[config.mk]
export PLATFORM = sky130hd
export DESIGN_NAME = terminal_key_sequence_decoder_flat
export DESIGN_NICKNAME = d
export VERILOG_FILES = /design/src/hw/rtl/tksd_pkg.sv /design/src/hw/rtl/tksd_in_if.sv /design/src/hw/rtl/tksd_out_if.sv /design/src/hw/rtl/tksd_decoder.sv /design/src/hw/rtl/tksd_result_fifo.sv /design/src/hw/rtl/terminal_key_sequence_decoder.sv /design/src/flat_wrapper.sv
export SDC_FILE = /design/constraint.sdc
export NUM_CORES = 1
export LEC_CHECK = 0
export ABC_AREA = 1
export ABC_CLOCK_PERIOD_IN_PS = 7600
export BUFFER_PORTS_ARGS = -buffer_cell sky130_fd_sc_hd__buf_2
export CAP_MARGIN = 40
export CORE_MARGIN = 4
export CORE_UTILIZATION = 55
export DETAILED_ROUTE_END_ITERATION = 7
export GPL_TIMING_DRIVEN = 0
export PLACE_DENSITY = 0.73
export SLEW_MARGIN = 30
export SYNTH_ARGS = -nofsm -noshare
export SYNTH_HDL_FRONTEND = slang
export SYNTH_SLANG_ARGS = --single-unit
[constraint.sdc]
create_clock -name clk_i -period 7.6 [get_ports clk_i]
set_input_delay 2.28 -clock clk_i [delete_from_list [all_inputs] [get_ports clk_i]]
set_output_delay 2.28 -clock clk_i [all_outputs]
set_load 0.05 [all_outputs]
[src/hw/rtl/tksd_pkg.sv]
// ----------------------------------------------------------------------------
// Terminal key sequence decoder package
// Shared types, codes, key tables and sizes for the key decoder.
// ----------------------------------------------------------------------------
package tksd_pkg;

  // Result kinds.
  localparam logic [1:0] KIND_CHAR = 2'd0;
  localparam logic [1:0] KIND_KEY  = 2'd1;
  localparam logic [1:0] KIND_IDLE = 2'd2;

  // Input event kinds.
  localparam logic EVT_BYTE    = 1'b0;
  localparam logic EVT_TIMEOUT = 1'b1;

  // Decode modes.
  localparam logic MODE_ANSI = 1'b0;
  localparam logic MODE_PC   = 1'b1;

  // Key numbers.
  localparam logic [7:0] KEY_UP    = 8'd0;
  localparam logic [7:0] KEY_DOWN  = 8'd1;
  localparam logic [7:0] KEY_LEFT  = 8'd2;
  localparam logic [7:0] KEY_RIGHT = 8'd3;
  localparam logic [7:0] KEY_HOME  = 8'd4;
  localparam logic [7:0] KEY_END   = 8'd5;
  localparam logic [7:0] KEY_PGUP  = 8'd6;
  localparam logic [7:0] KEY_PGDN  = 8'd7;
  localparam logic [7:0] KEY_INS   = 8'd8;
  localparam logic [7:0] KEY_DEL   = 8'd9;
  localparam logic [7:0] KEY_CHOME = 8'd10;
  localparam logic [7:0] KEY_CEND  = 8'd11;
  localparam logic [7:0] KEY_F1    = 8'd12;
  localparam logic [7:0] KEY_F5    = 8'd16;
  localparam logic [7:0] KEY_F8    = 8'd17;
  localparam logic [7:0] NO_KEY    = 8'd255;

  // Special bytes.
  localparam logic [7:0] BYTE_ESC    = 8'd27;
  localparam logic [7:0] BYTE_PC_E0  = 8'd224;
  localparam logic [7:0] BYTE_NUL    = 8'd0;
  localparam logic [7:0] BYTE_LBRACK = 8'h5B;  // '['
  localparam logic [7:0] BYTE_SS3    = 8'h4F;  // 'O'
  localparam logic [7:0] BYTE_TILDE  = 8'h7E;  // '~'
  localparam logic [7:0] BYTE_SEMI   = 8'h3B;  // ';'
  localparam logic [7:0] BYTE_FIVE   = 8'h35;  // '5'
  localparam logic [7:0] BYTE_H      = 8'h48;  // 'H'
  localparam logic [7:0] BYTE_F      = 8'h46;  // 'F'
  localparam logic [3:0] DIGIT_HI    = 4'h3;   // upper nibble of ASCII digits

  // Result queue sizing; the depth is a power of two.
  localparam int unsigned FifoDepth = 4;
  localparam int unsigned PtrW      = $clog2(FifoDepth);
  localparam int unsigned CntW      = $clog2(FifoDepth + 1);

  typedef enum logic [3:0] {
    ST_IDLE    = 4'd0,
    ST_ESC     = 4'd1,
    ST_CSI     = 4'd2,
    ST_SS3     = 4'd3,
    ST_CSI_DIG = 4'd4,
    ST_MOD     = 4'd5,
    ST_MOD2    = 4'd6,
    ST_FKEY    = 4'd7,
    ST_PREFIX  = 4'd8
  } parse_state_e;

  // One result item with its end-of-run flag.
  typedef struct packed {
    logic [1:0] kind;
    logic [7:0] value;
    logic       last;
  } entry_t;

  // Results produced by one input item.
  typedef struct packed {
    logic [1:0] count;
    entry_t     first;
    entry_t     second;
  } decode_t;

  // Arrow, Home and End letters after ESC [ or ESC O.
  function automatic logic [7:0] letter_key(input logic [7:0] b);
    logic [7:0] k;
    case (b)
      8'h41:   k = KEY_UP;     // 'A'
      8'h42:   k = KEY_DOWN;   // 'B'
      8'h43:   k = KEY_RIGHT;  // 'C'
      8'h44:   k = KEY_LEFT;   // 'D'
      BYTE_H:  k = KEY_HOME;
      BYTE_F:  k = KEY_END;
      default: k = NO_KEY;
    endcase
    return k;
  endfunction

  // Editing keys of the form ESC [ digit ~, digit given as 0..9.
  function automatic logic [7:0] tilde_key(input logic [3:0] d);
    logic [7:0] k;
    case (d)
      4'd1, 4'd7: k = KEY_HOME;
      4'd2:       k = KEY_INS;
      4'd3:       k = KEY_DEL;
      4'd4, 4'd8: k = KEY_END;
      4'd5:       k = KEY_PGUP;
      4'd6:       k = KEY_PGDN;
      default:    k = NO_KEY;
    endcase
    return k;
  endfunction

  // Function keys of the form ESC [ 1 digit ~, digit given as 0..15.
  function automatic logic [7:0] fkey(input logic [3:0] d);
    logic [7:0] k;
    case (d)
      4'd1, 4'd2, 4'd3, 4'd4, 4'd5: k = KEY_F1 + {4'd0, d} - 8'd1;
      4'd9:                         k = KEY_F8;
      default:                      k = NO_KEY;
    endcase
    return k;
  endfunction

  // PC scan codes after a prefix byte.
  function automatic logic [7:0] scan_key(input logic [7:0] s);
    logic [7:0] k;
    case (s)
      8'd72:   k = KEY_UP;
      8'd80:   k = KEY_DOWN;
      8'd75:   k = KEY_LEFT;
      8'd77:   k = KEY_RIGHT;
      8'd71:   k = KEY_HOME;
      8'd79:   k = KEY_END;
      8'd73:   k = KEY_PGUP;
      8'd81:   k = KEY_PGDN;
      8'd82:   k = KEY_INS;
      8'd83:   k = KEY_DEL;
      8'd119:  k = KEY_CHOME;
      8'd117:  k = KEY_CEND;
      8'd63:   k = KEY_F5;
      8'd66:   k = KEY_F8;
      default: k = NO_KEY;
    endcase
    return k;
  endfunction

endpackage

[src/hw/rtl/tksd_in_if.sv]
// ----------------------------------------------------------------------------
// Key decoder input channel
// Valid/ready channel carrying one received byte or a timeout event.
// ----------------------------------------------------------------------------
interface tksd_in_if;
  logic       valid;
  logic       ready;
  logic       event_kind;
  logic [7:0] in_byte;

  modport source (output valid, output event_kind, output in_byte, input ready);
  modport sink   (input valid, input event_kind, input in_byte, output ready);
endinterface

[src/hw/rtl/tksd_out_if.sv]
// ----------------------------------------------------------------------------
// Key decoder output channel
// Valid/ready channel carrying one decoded character, key or idle event.
// ----------------------------------------------------------------------------
interface tksd_out_if;
  logic       valid;
  logic       ready;
  logic [1:0] result_kind;
  logic [7:0] result_value;
  logic       last_of_run;

  modport source (output valid, output result_kind, output result_value,
                  output last_of_run, input ready);
  modport sink   (input valid, input result_kind, input result_value,
                  input last_of_run, output ready);
endinterface

[src/hw/rtl/tksd_decoder.sv]
// ----------------------------------------------------------------------------
// Key decoder parser
// Holds the parse state and decodes one registered input item per cycle,
// while the result queue has room, into zero, one or two result items.
// ----------------------------------------------------------------------------
module tksd_decoder (
  input  logic              clk_i,
  input  logic              rst_ni,
  input  logic              cfg_we_i,
  input  logic              cfg_wdata_i,
  input  logic              consume_i,
  input  logic              event_kind_i,
  input  logic [7:0]        in_byte_i,
  output tksd_pkg::decode_t dec_o
);

  tksd_pkg::parse_state_e state_q, state_d;
  logic [3:0] held_digit_q, held_digit_d;
  logic       modifier_ok_q, modifier_ok_d;
  logic       mode_q;

  logic       timeout;
  logic [7:0] b;
  logic [7:0] key;
  logic [1:0] n;
  logic [1:0] kind0, kind1;
  logic [7:0] val0, val1;

  assign timeout = (event_kind_i == tksd_pkg::EVT_TIMEOUT);
  assign b       = in_byte_i;

  // Parse state, held digit, modifier flag and mode register.
  always_ff @(posedge clk_i or negedge rst_ni) begin
    if (!rst_ni) begin
      state_q       <= tksd_pkg::ST_IDLE;
      held_digit_q  <= 4'd0;
      modifier_ok_q <= 1'b0;
      mode_q        <= tksd_pkg::MODE_ANSI;
    end else if (cfg_we_i) begin
      state_q       <= tksd_pkg::ST_IDLE;
      held_digit_q  <= 4'd0;
      modifier_ok_q <= 1'b0;
      mode_q        <= cfg_wdata_i;
    end else if (consume_i) begin
      state_q       <= state_d;
      held_digit_q  <= held_digit_d;
      modifier_ok_q <= modifier_ok_d;
    end
  end

  // Next state and results for the item at the head of the input register.
  always_comb begin
    state_d       = tksd_pkg::ST_IDLE;
    held_digit_d  = held_digit_q;
    modifier_ok_d = modifier_ok_q;
    n             = 2'd0;
    kind0         = tksd_pkg::KIND_CHAR;
    val0          = tksd_pkg::BYTE_ESC;
    kind1         = tksd_pkg::KIND_CHAR;
    val1          = b;
    key           = tksd_pkg::NO_KEY;

    if (state_q == tksd_pkg::ST_PREFIX) begin
      if (timeout) begin
        // A timeout after a prefix byte is ignored.
        state_d = tksd_pkg::ST_PREFIX;
      end else begin
        key = tksd_pkg::scan_key(b);
        n   = 2'd1;
        if (key == tksd_pkg::NO_KEY) begin
          val0 = tksd_pkg::BYTE_NUL;
        end else begin
          kind0 = tksd_pkg::KIND_KEY;
          val0  = key;
        end
      end
    end else if (state_q == tksd_pkg::ST_IDLE || state_q > tksd_pkg::ST_FKEY) begin
      if (timeout) begin
        n     = 2'd1;
        kind0 = tksd_pkg::KIND_IDLE;
        val0  = 8'd0;
      end else if (mode_q == tksd_pkg::MODE_PC &&
                   (b == tksd_pkg::BYTE_NUL || b == tksd_pkg::BYTE_PC_E0)) begin
        state_d = tksd_pkg::ST_PREFIX;
      end else if (mode_q == tksd_pkg::MODE_ANSI && b == tksd_pkg::BYTE_ESC) begin
        state_d = tksd_pkg::ST_ESC;
      end else begin
        n    = 2'd1;
        val0 = b;
      end
    end else if (timeout) begin
      // A cut-off sequence yields ESC alone.
      n = 2'd1;
    end else begin
      case (state_q)
        tksd_pkg::ST_ESC: begin
          if (b == tksd_pkg::BYTE_LBRACK) begin
            state_d = tksd_pkg::ST_CSI;
          end else if (b == tksd_pkg::BYTE_SS3) begin
            state_d = tksd_pkg::ST_SS3;
          end else begin
            n = 2'd2;
          end
        end
        tksd_pkg::ST_CSI: begin
          if (b[7:4] == tksd_pkg::DIGIT_HI && b[3:0] <= 4'd9) begin
            held_digit_d = b[3:0];
            state_d      = tksd_pkg::ST_CSI_DIG;
          end else begin
            key = tksd_pkg::letter_key(b);
            n   = 2'd1;
          end
        end
        tksd_pkg::ST_SS3: begin
          key = tksd_pkg::letter_key(b);
          n   = 2'd1;
        end
        tksd_pkg::ST_CSI_DIG: begin
          if (b == tksd_pkg::BYTE_TILDE) begin
            key = tksd_pkg::tilde_key(held_digit_q);
            n   = 2'd1;
          end else if (b == tksd_pkg::BYTE_SEMI) begin
            state_d = tksd_pkg::ST_MOD;
          end else if (held_digit_q == 4'd1 && b[7:4] == tksd_pkg::DIGIT_HI &&
                       tksd_pkg::fkey(b[3:0]) != tksd_pkg::NO_KEY) begin
            held_digit_d = b[3:0];
            state_d      = tksd_pkg::ST_FKEY;
          end else begin
            n = 2'd1;
          end
        end
        tksd_pkg::ST_MOD: begin
          modifier_ok_d = (b == tksd_pkg::BYTE_FIVE);
          state_d       = tksd_pkg::ST_MOD2;
        end
        tksd_pkg::ST_MOD2: begin
          n = 2'd1;
          if (modifier_ok_q && b == tksd_pkg::BYTE_H) begin
            key = tksd_pkg::KEY_CHOME;
          end else if (modifier_ok_q && b == tksd_pkg::BYTE_F) begin
            key = tksd_pkg::KEY_CEND;
          end
        end
        tksd_pkg::ST_FKEY: begin
          n = 2'd1;
          if (b == tksd_pkg::BYTE_TILDE) begin
            key = tksd_pkg::fkey(held_digit_q);
          end
        end
        default: begin
          n = 2'd1;
        end
      endcase
      // A known key replaces the default ESC result.
      if (key != tksd_pkg::NO_KEY) begin
        kind0 = tksd_pkg::KIND_KEY;
        val0  = key;
      end
    end
  end

  // Pack the results with the end-of-run flag on the final one.
  always_comb begin
    dec_o.count        = consume_i ? n : 2'd0;
    dec_o.first.kind   = kind0;
    dec_o.first.value  = val0;
    dec_o.first.last   = (n == 2'd1);
    dec_o.second.kind  = kind1;
    dec_o.second.value = val1;
    dec_o.second.last  = 1'b1;
  end

`ifndef SYNTH
  // Two results only ever come from ESC followed by an ordinary byte.
  a_pair_starts_with_esc: assert property (@(posedge clk_i) disable iff (!rst_ni)
    dec_o.count == 2'd2 |-> state_q == tksd_pkg::ST_ESC &&
      dec_o.first.kind == tksd_pkg::KIND_CHAR && dec_o.first.value == tksd_pkg::BYTE_ESC)
    else $error("two results without a pending ESC");

  // A timeout after a PC prefix keeps the scan code pending.
  a_prefix_survives_timeout: assert property (@(posedge clk_i) disable iff (!rst_ni)
    consume_i && !cfg_we_i && state_q == tksd_pkg::ST_PREFIX && timeout
    |=> state_q == tksd_pkg::ST_PREFIX)
    else $error("prefix state lost on timeout");

  // An escape sequence can only begin in ANSI mode.
  a_esc_only_in_ansi: assert property (@(posedge clk_i) disable iff (!rst_ni)
    state_q == tksd_pkg::ST_ESC |-> mode_q == tksd_pkg::MODE_ANSI)
    else $error("escape parsing in PC mode");
`endif

endmodule

[src/hw/rtl/tksd_result_fifo.sv]
// ----------------------------------------------------------------------------
// Key decoder result queue
// Small register queue that takes up to two result items per cycle and
// hands one item per cycle to the output channel while it is ready.
// ----------------------------------------------------------------------------
module tksd_result_fifo (
  input  logic                    clk_i,
  input  logic                    rst_ni,
  input  tksd_pkg::decode_t       push_i,
  input  logic                    pop_i,
  output logic                    valid_o,
  output tksd_pkg::entry_t        head_o,
  output logic [tksd_pkg::CntW-1:0] count_o
);

  tksd_pkg::entry_t mem_q [tksd_pkg::FifoDepth];
  logic [tksd_pkg::PtrW-1:0] wr_ptr_q, wr_ptr_d;
  logic [tksd_pkg::PtrW-1:0] rd_ptr_q, rd_ptr_d;
  logic [tksd_pkg::CntW-1:0] count_q, count_d;
  logic [tksd_pkg::PtrW-1:0] wr_ptr_nxt;
  logic                      pop;

  assign pop        = pop_i && (count_q != '0);
  assign wr_ptr_nxt = wr_ptr_q + tksd_pkg::PtrW'(1);

  // Pointer and fill-level update.
  always_comb begin
    wr_ptr_d = wr_ptr_q + tksd_pkg::PtrW'(push_i.count);
    rd_ptr_d = rd_ptr_q + tksd_pkg::PtrW'(pop);
    count_d  = count_q + tksd_pkg::CntW'(push_i.count) - tksd_pkg::CntW'(pop);
  end

  always_ff @(posedge clk_i or negedge rst_ni) begin
    if (!rst_ni) begin
      wr_ptr_q <= '0;
      rd_ptr_q <= '0;
      count_q  <= '0;
    end else begin
      wr_ptr_q <= wr_ptr_d;
      rd_ptr_q <= rd_ptr_d;
      count_q  <= count_d;
    end
  end

  // Storage: the first result goes to the write pointer, the second after it.
  always_ff @(posedge clk_i) begin
    if (push_i.count != 2'd0) begin
      mem_q[wr_ptr_q] <= push_i.first;
    end
    if (push_i.count == 2'd2) begin
      mem_q[wr_ptr_nxt] <= push_i.second;
    end
  end

  assign valid_o = (count_q != '0);
  assign head_o  = mem_q[rd_ptr_q];
  assign count_o = count_q;

`ifndef SYNTH
  // The fill level never passes the depth.
  a_no_overflow: assert property (@(posedge clk_i) disable iff (!rst_ni)
    count_q <= tksd_pkg::CntW'(tksd_pkg::FifoDepth))
    else $error("result queue overflow");

  // The fill level tracks pushes and pops exactly.
  a_count_tracks: assert property (@(posedge clk_i) disable iff (!rst_ni)
    1'b1 |=> count_q == $past(count_q) + tksd_pkg::CntW'($past(push_i.count))
                        - tksd_pkg::CntW'($past(pop)))
    else $error("result queue count mismatch");

  // The write pointer stays the read pointer plus the fill level.
  a_ptr_consistent: assert property (@(posedge clk_i) disable iff (!rst_ni)
    wr_ptr_q == rd_ptr_q + tksd_pkg::PtrW'(count_q))
    else $error("result queue pointers inconsistent");
`endif

endmodule

[src/hw/rtl/terminal_key_sequence_decoder.sv]
// ----------------------------------------------------------------------------
// Terminal key sequence decoder
// Decodes keyboard bytes and timeout events into characters and keys, in
// ANSI escape-sequence mode or PC scan-code mode.
// ----------------------------------------------------------------------------
// The first result of an item passes through the input register and then
// the result queue before the output channel offers it.
// Throughput: one item per cycle while results are taken at one per cycle;
// the single output port limits how often items that give two results can
// be taken. Input stalls when the four-entry result queue lacks two slots.
// Reset: asynchronous, active low; ANSI mode, parser idle, result queue and input register empty.
module terminal_key_sequence_decoder (
  input  logic       clk_i,
  input  logic       rst_ni,
  input  logic       cfg_we_i,
  input  logic       cfg_wdata_i,
  tksd_in_if.sink    in_if,
  tksd_out_if.source out_if
);

  logic                      in_valid_q;
  logic                      event_kind_q;
  logic [7:0]                in_byte_q;
  logic                      consume;
  logic [tksd_pkg::CntW-1:0] fifo_count;
  tksd_pkg::decode_t         dec;
  tksd_pkg::entry_t          head;

  // The registered item is decoded once the queue has room for two results.
  assign consume     = in_valid_q &&
                       (fifo_count <= tksd_pkg::CntW'(tksd_pkg::FifoDepth - 2));
  assign in_if.ready = !in_valid_q || consume;

  // Input register.
  always_ff @(posedge clk_i or negedge rst_ni) begin
    if (!rst_ni) begin
      in_valid_q <= 1'b0;
    end else if (in_if.ready) begin
      in_valid_q <= in_if.valid;
    end
  end

  always_ff @(posedge clk_i) begin
    if (in_if.valid && in_if.ready) begin
      event_kind_q <= in_if.event_kind;
      in_byte_q    <= in_if.in_byte;
    end
  end

  tksd_decoder u_decoder (
    .clk_i        (clk_i),
    .rst_ni       (rst_ni),
    .cfg_we_i     (cfg_we_i),
    .cfg_wdata_i  (cfg_wdata_i),
    .consume_i    (consume),
    .event_kind_i (event_kind_q),
    .in_byte_i    (in_byte_q),
    .dec_o        (dec)
  );

  tksd_result_fifo u_result_fifo (
    .clk_i   (clk_i),
    .rst_ni  (rst_ni),
    .push_i  (dec),
    .pop_i   (out_if.ready),
    .valid_o (out_if.valid),
    .head_o  (head),
    .count_o (fifo_count)
  );

  // Output channel payload.
  assign out_if.result_kind  = head.kind;
  assign out_if.result_value = head.value;
  assign out_if.last_of_run  = head.last;

endmodule

[src/flat_wrapper.sv]
// flat-port wrapper written by rule: the top's interface ports become plain ports
module terminal_key_sequence_decoder_flat 
  (clk_i, rst_ni, cfg_we_i, cfg_wdata_i, in_if_valid, in_if_event_kind, in_if_in_byte, in_if_ready, out_if_valid, out_if_result_kind, out_if_result_value, out_if_last_of_run, out_if_ready);
  tksd_in_if in_if_i ();
  tksd_out_if out_if_i ();
  input  logic clk_i;
  input  logic rst_ni;
  input  logic cfg_we_i;
  input  logic cfg_wdata_i;
  input wire logic [$bits(in_if_i.valid)-1:0] in_if_valid;
  input wire logic [$bits(in_if_i.event_kind)-1:0] in_if_event_kind;
  input wire logic [$bits(in_if_i.in_byte)-1:0] in_if_in_byte;
  output wire logic [$bits(in_if_i.ready)-1:0] in_if_ready;
  output wire logic [$bits(out_if_i.valid)-1:0] out_if_valid;
  output wire logic [$bits(out_if_i.result_kind)-1:0] out_if_result_kind;
  output wire logic [$bits(out_if_i.result_value)-1:0] out_if_result_value;
  output wire logic [$bits(out_if_i.last_of_run)-1:0] out_if_last_of_run;
  input wire logic [$bits(out_if_i.ready)-1:0] out_if_ready;
  assign in_if_i.valid = in_if_valid;
  assign in_if_i.event_kind = in_if_event_kind;
  assign in_if_i.in_byte = in_if_in_byte;
  assign in_if_ready = in_if_i.ready;
  assign out_if_valid = out_if_i.valid;
  assign out_if_result_kind = out_if_i.result_kind;
  assign out_if_result_value = out_if_i.result_value;
  assign out_if_last_of_run = out_if_i.last_of_run;
  assign out_if_i.ready = out_if_ready;
  terminal_key_sequence_decoder u_core (.clk_i(clk_i), .rst_ni(rst_ni), .cfg_we_i(cfg_we_i), .cfg_wdata_i(cfg_wdata_i), .in_if(in_if_i), .out_if(out_if_i));
endmodule
==> metrics.md <==
| Metric | Value |
|---|---|
| CTS tree | `yes` |
| I/O pin count | `28` |
| Pint | `0.000889 W` |
| Longest Clk Path Bufs | `2` |
| Avg Vias per Cell | `roughly 5.6` |
| Final Slew Violations | `0` |
| Most frequent cells in the layout | `nand2_1 (186), nor2_1 (88), inv_1 (67), nand3_1 (49), edfxtp_1 (41)` |
| Peak VDD IR | `roughly 0.27 mV` |
| Final instance area | `5200 um^2` |
| Starting DRT DRC Count | `244` |
| EDFF count, synth | `41` |
| Synth area leaders | `edfxtp_1 (26%), nand2_1 (15%), dfrtp_1 (9.5%), nor2_1 (7.0%), inv_1 (5.3%)` |
| DR WL/cell | `16.0 um` |
| Core area | `slightly above 8000 um^2` |
| Comb power frac | `approximately half` |
| Most common cell after layout, fill and taps aside | `nand2_1` |
| # fillers | `around 760` |
| Die Y | `101 um` |
| Layout cell share with drive strength beyond 1 | `12.4%` |
| Placed cell areas | `5010 um^2` |
| Routed vias | `4478` |
| Final setup TNS | `0 ns` |
| Nets | `720` |
| Synth warnings | `0` |
| Sink Count | `71` |
| Initial antenna violation count | `0` |
| Predominant post-synthesis flop cell | `edfxtp_1` |
| Post-layout min period | `4.18 ns` |
| Part of the power in registers | `34.5%` |
| HPWL after DPL | `a little over 10000 um` |
| Worst-Margin Slew | `0.697 ns` |
| Vias in the first global route | `around 4300` |
| ANT cells | `0` |
| Flip-flop and latch count after synthesis | `71` |
| Worst Setup End Kind | `output port` |
| Clock-pin slew on the worst setup and hold paths | `0.09 ns` |
| Worst Hold Class | `flop to flop` |
| Synthesized cell area | `roughly 4700 um^2` |
| Asr flop ratio synth | `25.4%` |
| Pin count of the biggest net entering global routing | `19` |
| Clk root buf | `clkbuf_8` |
| Switching pwr | `0.000821 W` |
| Kind of critical path | `flop to output port` |
| CTS buffer count | `9` |
| Max cap viols | `0` |
| Run status | `complete, no violations` |
| GPL Wtd Cong | `~0.97` |
| Drt drc | `0` |
| Net Count, Synth | `just under 700` |
| Achievable Freq | `239 MHz` |
| Die Wd | `101 um` |
| Grt ovf | `0` |
| Worst clock skew | `roughly 0.015 ns` |
| Final WL | `between 10000 and 15000 um` |
| Yosys top cell area share | `25.9%` |
| Endpoints failing hold | `0` |
| Post-Syn Instances | `652` |
| Power Density | `329 nW/um^2` |
| Standard-cell rows | `33` |
| Syn-to-layout area delta | `9.51%` |
| Cts hold-fix bufs | `0` |
| H-Tree Depth | `3` |
| Worst-path fanout max | `10` |
| Sw frac | `48.0%` |
| Clock Latency Late Sink | `0.35 ns` |
| Post-cts resize count | `0` |
| Leak | `2.50 nW` |
| Critical Path Start Type | `flop` |
| Routed Antenna Nets | `0` |
| First-pass GRT wire length | `about 21000 um` |
| Endpoints failing setup | `0` |
| WP data arrival | `1.90 ns` |
| First-pass DRT Iterations | `5` |
| Initial cell density of the core | `a little under three fifths` |
| Worst path required time | `5.32 ns` |
| Slew headroom | `approximately 53%` |
| Die area | `10200 um^2` |
| Setup slack, reg-to-reg | `4.17 ns` |
| Yosys cell types | `46` |
| Final cycle utilization of the critical path | `55.0%` |
| RSZ-0062 raised after global routing | `no` |
| Area leader, netlist | `edfxtp_1` |
| Clock power share | `16.9%` |
| Global-route usage over all layers | `26.0%` |
| Postcts setup bufs | `0` |
| Seq/Total Area, Yosys | `40.5%` |
| Avg Cell Area, Syn | `7.28 um^2` |
| # port buffers | `26` |
## Yosys cell counts, types with 5 or more instances
master    number
a21oi_1       22
ha_1          15
o22ai_1       19
o21ai_0       40
nand2_1      186
o21ai_1       10
nand3_1       49
nor2_2         7
nor2_1        88
dfrtp_1       18
edfxtp_1      41
nand2_4        7
nor3_1         5
clkbuf_1       8
inv_1         67
dfxtp_1       12
inv_4          5
inv_2          6
## kinds of logic (layout without fill, tap and decap cells)
group / after synthesis / count (layout) / share of synthesized area [%]
AND/OR/NAND/NOR: 358 / 358 / 33.1
AO/OA/AOI/OAI: 108 / 108 / 13.0
buffers and inverters: 94 / 136 / 8.12
flip-flops: 71 / 71 / 40.5
adder cells (fa/ha/maj): 16 / 16 / 4.37
XOR/XNOR: 5 / 5 / 0.922
## power by group through the flow
| stage | Combinational (W) | Sequential, W | Clock [W] |
|---|---|---|---|
| floorplan | 0.000647 | 0.000572 | 0 |
| global placement | 0.000801 | 0.000594 | 0 |
| detailed placement | 0.000827 | 0.000598 | 0 |
| CTS | 0.000830 | 0.000589 | 0.000295 |
| global route | 0.000911 | 0.000600 | 0.000315 |
| finish | 0.000830 | 0.000591 | 0.000290 |
## per-stage QoR
stage	instances	util [%]	power (W)	hold WS, ns	worst slack (ns)
after CTS	799	62.7	0.00172	0.486	3.40
after global placement	783	60.4	0.00140	0.463	3.74
after global routing	799	62.7	0.00183	0.525	3.27
after detailed placement	783	60.4	0.00142	0.460	3.72
final	799	62.7	0.00171	0.486	3.42
after floorplan	652	-	0.00122	0.437	3.68
## critical path, stage by stage (launching register included)
cell      delay [ns]
dfrtp_1         0.44
inv_1           0.14
clkbuf_1        0.39
nor2_1          0.08
o22ai_1         0.20
buf_2           0.30
## state kept, by name, summed over array words and instances (netlist names)
register / count
u_core.u_result_fifo.count_o: 3
u_core.u_decoder.state_q: 4
u_core.in_valid_q: 1
u_core.u_result_fifo.mem_q: 44
u_core.u_decoder.held_digit_q: 4
u_core.in_byte_q: 8
u_core.u_result_fifo.rd_ptr_q: 2
u_core.u_decoder.modifier_ok_q: 1
u_core.u_decoder.mode_q: 1
u_core.event_kind_q: 1
u_core.u_result_fifo.wr_ptr_q: 2
## worst paths after layout
check,end,startpoint,cells after the start
min,u_core.u_result_fifo.mem_q[3][0],u_core.u_result_fifo.mem_q[3][0],2
max reg2reg,u_core.u_result_fifo.count_o[2],u_core.in_byte_q[1],15
min reg2reg,u_core.u_result_fifo.mem_q[3][0],u_core.u_result_fifo.mem_q[3][0],2
max in group asynchronous,u_core.u_decoder.held_digit_q[2],rst_ni,1
min in group asynchronous,u_core.u_result_fifo.rd_ptr_q[0],rst_ni,1
max,out_if_result_value[4],u_core.u_result_fifo.rd_ptr_q[0],5
## final cells by class
cell class                 instances  area [um^2]  share of cell area [%]
multi-input combinational        487         2440                    46.9
sequential                        71         1920                    37.0
clock buffer                      11          153                    2.94
tap                              105          131                    2.53
inverter                          79          309                    5.94
timing repair buffer              26          130                    2.50
buffer                            15         76.3                    1.47
clock inverter                     5         37.5                   0.722
## layer usage
layer,global-route usage (%),wire [um]
met5,0,0
met3,4.64,667
met1,31.5,5410
met4,10.8,457
met2,45.2,6280
Note: power is estimated with default switching activity, not from simulation.
